==> config.mk <==
export PLATFORM = sky130hd
export DESIGN_NAME = csv_field_parser_unit
export DESIGN_NICKNAME = d
export VERILOG_FILES = /design/src/sv/csvfp_pkg.sv /design/src/sv/csv_field_parser_unit.sv
export SDC_FILE = /design/constraint.sdc
export NUM_CORES = 1
export LEC_CHECK = 0
export BUFFER_PORTS_ARGS = -buffer_cell sky130_fd_sc_hd__buf_4
export CAP_MARGIN = 10
export CORE_AREA = 3 3 75 77
export DETAILED_ROUTE_END_ITERATION = 12
export DIE_AREA = 0 0 78 80
export GPL_TIMING_DRIVEN = 0
export PLACE_DENSITY = 0.61
export SETUP_SLACK_MARGIN = 0.02
export SKIP_CTS_REPAIR_TIMING = 1
export SYNTH_ARGS = -nofsm -noshare
export SYNTH_HDL_FRONTEND = slang
export SYNTH_SLANG_ARGS = --single-unit
==> constraint.sdc <==
create_clock -name clock -period 4.8 [get_ports clock]
set_input_delay 0.24 -clock clock [delete_from_list [all_inputs] [get_ports clock]]
set_output_delay 0.24 -clock clock [all_outputs]
set_load 0.01 [all_outputs]
==> src/sv/csvfp_pkg.sv <==
// Shared types and constants for the CSV field parser.
`timescale 1ns / 1ps

package csvfp_pkg;

   typedef enum logic [1:0] {
      MODE_PLAIN      = 2'd0,
      MODE_QUOTED     = 2'd1,
      MODE_QUOTE_SEEN = 2'd2,
      MODE_DISCARD    = 2'd3
   } mode_type;

   typedef enum logic [2:0] {
      KIND_BYTE        = 3'd0,
      KIND_FIELD_END   = 3'd1,
      KIND_ROW_END     = 3'd2,
      KIND_ERROR       = 3'd3,
      KIND_DISCARD_END = 3'd4
   } kind_type;

   localparam logic [7:0] CH_QUOTE = 8'h22;
   localparam logic [7:0] CH_LF    = 8'h0A;
   localparam logic [7:0] CH_CR    = 8'h0D;
   localparam logic [7:0] CH_NUL   = 8'h00;

   localparam logic [7:0] DELIM_RESET = 8'd44;
   localparam logic [7:0] COLUMN_MAX  = 8'd255;

   function automatic logic is_terminator(input logic [7:0] c);
      return (c == CH_LF) || (c == CH_CR) || (c == CH_NUL);
   endfunction

endpackage

==> src/sv/csv_field_parser_unit.sv <==
// Top level of the CSV field parser: byte-wise mode machine with a result register.
`timescale 1ns / 1ps

// One byte is taken per clock when the result side keeps up. Each accepted byte
// passes through the mode logic in the cycle it is accepted and its result, if
// any, appears on rsp_* at the next cycle; the result register is the only
// stage, and throughput is one byte per cycle. The input is stalled only while
// a result is held and rsp_stall is high. Bytes that give no result (opening
// or closing quotes, bytes dropped after a format error) leave rsp_valid low.
// The delimiter register resets to a comma and may be rewritten through
// csr_wr_en/csr_wr_data while the block is idle.
module csv_field_parser_unit (
   input  logic                  clock,
   input  logic                  reset,
   input  logic                  csr_wr_en,
   input  logic [7:0]            csr_wr_data,
   input  logic                  req_valid,
   output logic                  req_stall,
   input  logic [7:0]            req_in_byte,
   output logic                  rsp_valid,
   input  logic                  rsp_stall,
   output logic [2:0]            rsp_kind,
   output logic [7:0]            rsp_out_byte,
   output logic [7:0]            rsp_column
);

   logic [7:0]          delim_ff;
   csvfp_pkg::mode_type mode_ff, mode_in;
   logic [7:0]          col_ff, col_in;
   logic                valid_ff, valid_in;
   csvfp_pkg::kind_type kind_ff, kind_in;
   logic [7:0]          byte_ff, byte_in;
   logic [7:0]          rcol_ff;
   logic                accept;
   logic                res_valid;
   csvfp_pkg::kind_type res_kind;
   logic [7:0]          res_byte;
   logic [7:0]          col_inc;

   assign req_stall = valid_ff & rsp_stall;
   assign accept    = req_valid & ~req_stall;
   assign col_inc   = (col_ff == csvfp_pkg::COLUMN_MAX) ? col_ff : col_ff + 8'd1;

   // Mode transition and result for the incoming byte.
   always_comb begin
      logic term;
      logic is_delim;
      logic is_quote;
      term      = csvfp_pkg::is_terminator(req_in_byte);
      is_delim  = (req_in_byte == delim_ff);
      is_quote  = (req_in_byte == csvfp_pkg::CH_QUOTE);
      mode_in   = mode_ff;
      col_in    = col_ff;
      res_valid = 1'b0;
      res_kind  = csvfp_pkg::KIND_BYTE;
      res_byte  = 8'd0;
      unique case (mode_ff)
         csvfp_pkg::MODE_PLAIN: begin
            if (term) begin
               res_valid = 1'b1;
               res_kind  = csvfp_pkg::KIND_ROW_END;
               col_in    = 8'd0;
            end else if (is_delim) begin
               res_valid = 1'b1;
               res_kind  = csvfp_pkg::KIND_FIELD_END;
               col_in    = col_inc;
            end else if (is_quote) begin
               mode_in = csvfp_pkg::MODE_QUOTED;
            end else begin
               res_valid = 1'b1;
               res_byte  = req_in_byte;
            end
         end
         csvfp_pkg::MODE_QUOTED: begin
            if (is_quote) begin
               mode_in = csvfp_pkg::MODE_QUOTE_SEEN;
            end else begin
               res_valid = 1'b1;
               res_byte  = req_in_byte;
            end
         end
         csvfp_pkg::MODE_QUOTE_SEEN: begin
            if (is_quote) begin
               mode_in   = csvfp_pkg::MODE_QUOTED;
               res_valid = 1'b1;
               res_byte  = csvfp_pkg::CH_QUOTE;
            end else if (is_delim) begin
               mode_in   = csvfp_pkg::MODE_PLAIN;
               res_valid = 1'b1;
               res_kind  = csvfp_pkg::KIND_FIELD_END;
               col_in    = col_inc;
            end else if (term) begin
               mode_in   = csvfp_pkg::MODE_PLAIN;
               res_valid = 1'b1;
               res_kind  = csvfp_pkg::KIND_ROW_END;
               col_in    = 8'd0;
            end else begin
               mode_in   = csvfp_pkg::MODE_DISCARD;
               res_valid = 1'b1;
               res_kind  = csvfp_pkg::KIND_ERROR;
            end
         end
         csvfp_pkg::MODE_DISCARD: begin
            // drop everything up to the next terminator
            if (term) begin
               mode_in   = csvfp_pkg::MODE_PLAIN;
               res_valid = 1'b1;
               res_kind  = csvfp_pkg::KIND_DISCARD_END;
               col_in    = 8'd0;
            end
         end
         default: begin
            mode_in = csvfp_pkg::MODE_PLAIN;
         end
      endcase
   end

   // Result register: load on accept, clear once taken.
   always_comb begin
      valid_in = valid_ff;
      kind_in  = kind_ff;
      byte_in  = byte_ff;
      if (accept) begin
         valid_in = res_valid;
         kind_in  = res_kind;
         byte_in  = res_byte;
      end else if (!rsp_stall) begin
         valid_in = 1'b0;
      end
   end

   always_ff @(posedge clock) begin
      if (reset) begin
         delim_ff <= csvfp_pkg::DELIM_RESET;
         mode_ff  <= csvfp_pkg::MODE_PLAIN;
         col_ff   <= 8'd0;
         valid_ff <= 1'b0;
      end else begin
         if (csr_wr_en) begin
            delim_ff <= csr_wr_data;
         end
         if (accept) begin
            mode_ff <= mode_in;
            col_ff  <= col_in;
         end
         valid_ff <= valid_in;
      end
   end

   always_ff @(posedge clock) begin
      kind_ff <= kind_in;
      byte_ff <= byte_in;
      if (accept) begin
         rcol_ff <= col_ff;
      end
   end

   assign rsp_valid    = valid_ff;
   assign rsp_kind     = kind_ff;
   assign rsp_out_byte = byte_ff;
   assign rsp_column   = rcol_ff;

endmodule

# After elaboration in Yosys (flattened, before gate mapping)
# Cells that the tools add are included.
dict set report classes {
  bitwise_logic 3
  muxes 35
  reduce_logical 7
  n_addsub 1
  n_eq_ne 16
}
# cell count
set ops {}
lappend ops {{$mux W8} 9}
lappend ops {{$pmux W8 S3} 2}
lappend ops {{$mux W2} 11}
lappend ops {{$eq A8 B4 Y1 const B} 2}
lappend ops {{$ne A2 B2 Y1 const B} 6}
lappend ops {{$pmux W3 S3} 1}
lappend ops {{$add A8 B1 Y8 const B} 1}
lappend ops {{$eq A8 B6 Y1 const B} 1}
lappend ops {{$eq A8 B8 Y1} 1}
lappend ops {{$eq A8 B8 Y1 const B} 1}
lappend ops {{$logic_not A8 Y1} 1}
lappend ops {{$mux W1} 8}
lappend ops {{$pmux W2 S4} 1}
lappend ops {{$mux W6} 1}
lappend ops {{$reduce_and A6 Y1} 1}
lappend ops {{$eq A2 B2 Y1 const B} 2}
lappend ops {{$pmux W1 S4} 1}
lappend ops {{$reduce_and A4 Y1} 1}
lappend ops {{$mux W3} 1}
lappend ops {{$ne A3 B3 Y1 const B} 1}
lappend ops {{$reduce_bool A3 Y1} 1}
lappend ops {{$and A1 B1 Y1} 2}
lappend ops {{$eq A2 B1 Y1 const B} 1}
lappend ops {{$logic_not A2 Y1} 1}
lappend ops {{other kinds (3)} 4}
dict set report word_totals {
  ff_bits 38
  elab_cells 69
  in_bits 21
  output_inout_bits 21
}

# Longest topological paths before layout
dict set report logic_depth {
  word_depth 7
  depth_mapped 9
}

# Worst setup path after synthesis
# Ideal clock, no wire load.
dict set report synth_timing {
  kind {reg-to-reg}
  startpoint {register valid_ff, in the netlist rsp_valid}
  endpoint {register col_ff[6]}
  setup_time_ps 117
  required_ps 4683
  arrival_ps 2600
  synth_period_minus_slack_ps 2717
  stages_incl_launch_ff 7
  path_slack_ps 2083
  cell_sequence {dfxtp_1 a21boi_1 o21ai_0 a211oi_1 a2bb2oi_4 a21o_1 a32o_1}
}
dict set report synth_via {
  elab_chain_cells 4
}
# element line
set synth_rtl {}
lappend synth_rtl {{start, declared} csv_field_parser_unit.sv:30} ;# logic valid_ff, valid_in;
lappend synth_rtl {{start signal, assigned} csv_field_parser_unit.sv:146} ;# valid_ff <= valid_in;
lappend synth_rtl {{$and A1 B1 Y1} csv_field_parser_unit.sv:40} ;# assign req_stall = valid_ff & rsp_stall;
lappend synth_rtl {{$not A1 Y1} csv_field_parser_unit.sv:41} ;# assign accept = req_valid & ~req_stall;
lappend synth_rtl {{$and A1 B1 Y1} csv_field_parser_unit.sv:41}
lappend synth_rtl {{named net accept} csv_field_parser_unit.sv:34} ;# logic accept;
lappend synth_rtl {{$reduce_and A4 Y1 (no source line)} -}
lappend synth_rtl {{end signal, assigned} csv_field_parser_unit.sv:144} ;# col_ff <= col_in;
lappend synth_rtl {{end, declared} csv_field_parser_unit.sv:29} ;# logic [7:0] col_ff, col_in;
# The timed path passes the listed nets, and every way through them passes these cells.
# A chain may end at the register's enable or synchronous reset.

# Worst setup path in the final report
dict set report layout_timing {
  startpoint {register valid_ff, in the netlist rsp_valid}
  endpoint {register col_ff[7]}
}
# The elaborated chain is that of the path after synthesis.

==> metrics.md <==
| Metric | Value |
|---|---|
| Status | `finished, final reports clean` |
| Setup violators final | `0` |
| Combinational fraction of design power | `around an eighth` |
| Buffers & Inverters on Critical Path | `1` |
| CP Capture Type | `register` |
| Initial Util | `around two fifths` |
| Sequential Power Share | `between 50% and 60%` |
| Buffers on Ports | `39` |
| I/O pins | `42` |
| FP Rows | `26` |
| CP Max Fanout | `12` |
| Leakage | `just over 0.9 nW` |
| Longest Clk Path Bufs | `2` |
| RSZ-0062 raised after global routing | `false` |
| Antenna violations before repair | `0` |
| Area of the mapped netlist | `1990 sq um` |
| H-tree levels | `2` |
| CTS buffer count | `5` |
| Clock latency on the worst-skew pair | `~0.28 ns` |
| Syn nets | `about 220` |
| Pint | `roughly 0.5 mW` |
| DR vias/cell | `roughly 5.0` |
| Maxcap violations | `0` |
| Syn-to-layout area delta | `24.1%` |
| HPWL Detailed | `about 3200 um` |
| Cells along the critical path | `a21boi_2 -> buf_8 -> o21ai_0 -> a21o_2 -> a221oi_2 -> a41oi_1 -> a211oi_1` |
| Final Wtd Congestion | `roughly 0.81` |
| Core ar. | `slightly above 5000 sq um` |
| # DRC | `0` |
| Die Ht | `about 80 um` |
| Slowest cell on the critical path | `a21boi_2` |
| Post-synthesis instance total | `~190` |
| DRT iter0 DRCs | `91` |
| Headroom to the max-slew limit | `around 53%` |
| Synth top area share | `between 20% and 30%` |
| Share of post-route cells with drive strength above 1 | `about a quarter` |
| Hold Path Class | `input port to register` |
| Critical path's top delay family | `compound AO/OA/AOI/OAI gates` |
| Antenna diode count | `0` |
| Crit Path Class | `register to register` |
| Yosys cell types | `52` |
| WL final | `between 4000 and 5000 um` |
| Die area | `~6200 sq um` |
| Number of synthesized flops with an enable pin | `19` |
| Power Dens Cells | `about 260 nW/um^2` |
| Max Freq | `approximately 400 MHz` |
| Peak VDD IR | `approximately 0.13 mV` |
| Hold Fails Final Rpt | `0` |
| Clk slew on worst S/H paths | `about 0.070 ns` |
| WP data arrival | `~2.7 ns` |
| Wire length of the first global-routing pass | `approximately 7100 um` |
| # nets final | `between 200 and 300` |
| Clock Tree Root | `clkbuf_8` |
| WP data required | `about 5 ns` |
| DRT Pass-1 Iters | `4` |
| Final min period | `around 2.5 ns` |
| Syn Area/Cell | `~11 sq um` |
| Sw Ratio | `a little under a quarter` |
| Commonest non-fill, non-tap cell in the layout | `buf_4` |
| GRT Util Overall | `14.4%` |
| Total grt overflow | `0` |
| Post-route ant nets | `0` |
| Flops & latches, synth | `38` |
| Clk network pwr share | `31.8%` |
| Most frequent cells in the layout | `buf_4, dfxtp_1, edfxtp_1` |
| Worst slew pin tran | `roughly 0.7 ns` |
| Hold slack | `~0.17 ns` |
| TNS Setup | `0 ns` |
| Die Wd | `78 um` |
| Via count | `approximately 1.5k` |
| Fraction of registers with async set/reset | `0%` |
| Startpoint Class | `register` |
| Setup Skew | `roughly 0.0045 ns` |
| Ranking of synthesized cells by area | `edfxtp_1, dfxtp_1, ha_1` |
| WL/cell | `around 14 um` |
| Synth Flop Type | `edfxtp_1` |
| Area leader, netlist | `edfxtp_1` |
| CP peak stage delay | `0.58 ns` |
| Sw power | `about 0.15 mW` |
| Vias in the first global route | `~1.5k` |
| Fin. max-slew vios | `0` |
| Synth Warn # | `0` |
| Period utilization | `about half` |
| Sink Count | `38` |
| Largest net degree at the start of global routing | `13` |
| Register area share after synthesis | `47.9%` |
| CTS tree | `done` |
worst paths after layout:
check / start / endpoint / slack [ns] / depth (start not counted)
hold / removal: csr_wr_data[2] / delim_ff[2] / 0.17 / 3
setup reg to reg: rsp_valid / col_ff[7] / 2.31 / 7
hold reg to reg: delim_ff[3] / delim_ff[3] / 0.50 / 2
setup / recovery: rsp_valid / col_ff[7] / 2.31 / 7
metrics by stage:
step / instance area (sq um) / cells / worst slack, ns / utilization [%] / power (mW)
finish: 2460 / 307 / 2.31 / 48.6 / 0.649
global route: 2460 / 307 / 2.10 / 48.6 / 0.678
CTS: 2460 / 307 / 2.28 / 48.6 / 0.658
detailed placement: 2380 / 299 / 2.29 / 47.0 / 0.451
global placement: 2370 / 298 / 1.23 / 46.6 / 0.447
floorplan: 1990 / 189 / 2.08 / - / 0.409
registers in the layout, summed over array words and instances (netlist names):
name          cells
col_ff            8
delim_ff          8
mode_ff           2
rsp_column        8
rsp_kind          3
rsp_out_byte      8
rsp_valid         1
kinds of logic (layout without fill, tap and decap cells):
logic type / count (synthesis) / after routing / share of synthesized area (%)
and+or+nand+nor: 63 / 63 / 17.6
AOI/OAI and AO/OA: 48 / 48 / 18.7
DFF: 38 / 38 / 47.9
buffers and inverters: 16 / 64 / 3.46
xor gates and xnor gates: 9 / 9 / 3.97
muxes: 8 / 8 / 4.03
adders and majority gates: 7 / 7 / 4.41
cells in the mapped netlist, types with 2 or more instances:
| cell type | instances |
|---|---|
| dfxtp_1 | 19 |
| edfxtp_1 | 19 |
| nand2_1 | 16 |
| a21oi_1 | 14 |
| nor2_1 | 10 |
| inv_1 | 9 |
| mux2i_1 | 8 |
| xnor2_1 | 8 |
| and2_1 | 7 |
| ha_1 | 7 |
| nand3_1 | 6 |
| o21ai_0 | 6 |
| a211oi_1 | 4 |
| clkbuf_1 | 4 |
| nand4_1 | 4 |
| nor3_1 | 4 |
| a21oi_2 | 2 |
| a221oi_2 | 2 |
| a41oi_1 | 2 |
| and3_1 | 2 |
| and4_1 | 2 |
| nor2b_1 | 2 |
| nor4_2 | 2 |
| o21ai_1 | 2 |
layout make-up:
class,count,area (sq um)
clock buffers,8,80.1
multi-input cells,135,970
repair buffers,40,308
plain buffers,7,35.0
well taps,70,87.6
inverters,9,33.8
flip-flops and latches,38,951
fillers,488,2610
tightest hold or removal path, delay by kind of cell:
kind / cells / cell delay, ns
buf+inv: 1 / 0.08
simple gates: 1 / 0.06
mux: 1 / 0.05
power by group through the flow:
stage | Clock, mW | Sequential, mW | Combinational (mW)
floorplan | 0 | 0.373 | 0.0364
global placement | 0 | 0.368 | 0.0787
detailed placement | 0 | 0.368 | 0.0825
CTS | 0.214 | 0.361 | 0.0827
global route | 0.226 | 0.363 | 0.0897
finish | 0.206 | 0.361 | 0.0818
layer usage:
| metal | vias to the layer above | wire [um] | GRT usage (%) | part of all wire, % |
|---|---|---|---|---|
| li1 | 793 | - | - | - |
| met1 | 705 | 2060 | 19.3 | 49 |
| met2 | 30 | 1970 | 22.5 | 46 |
| met3 | 9 | 138 | 3.16 | 3.2 |
| met4 | 0 | 82 | 5.77 | 1.9 |
| met5 | - | 0 | 0 | 0 |
Note: power is estimated with default switching activity, not from simulation.
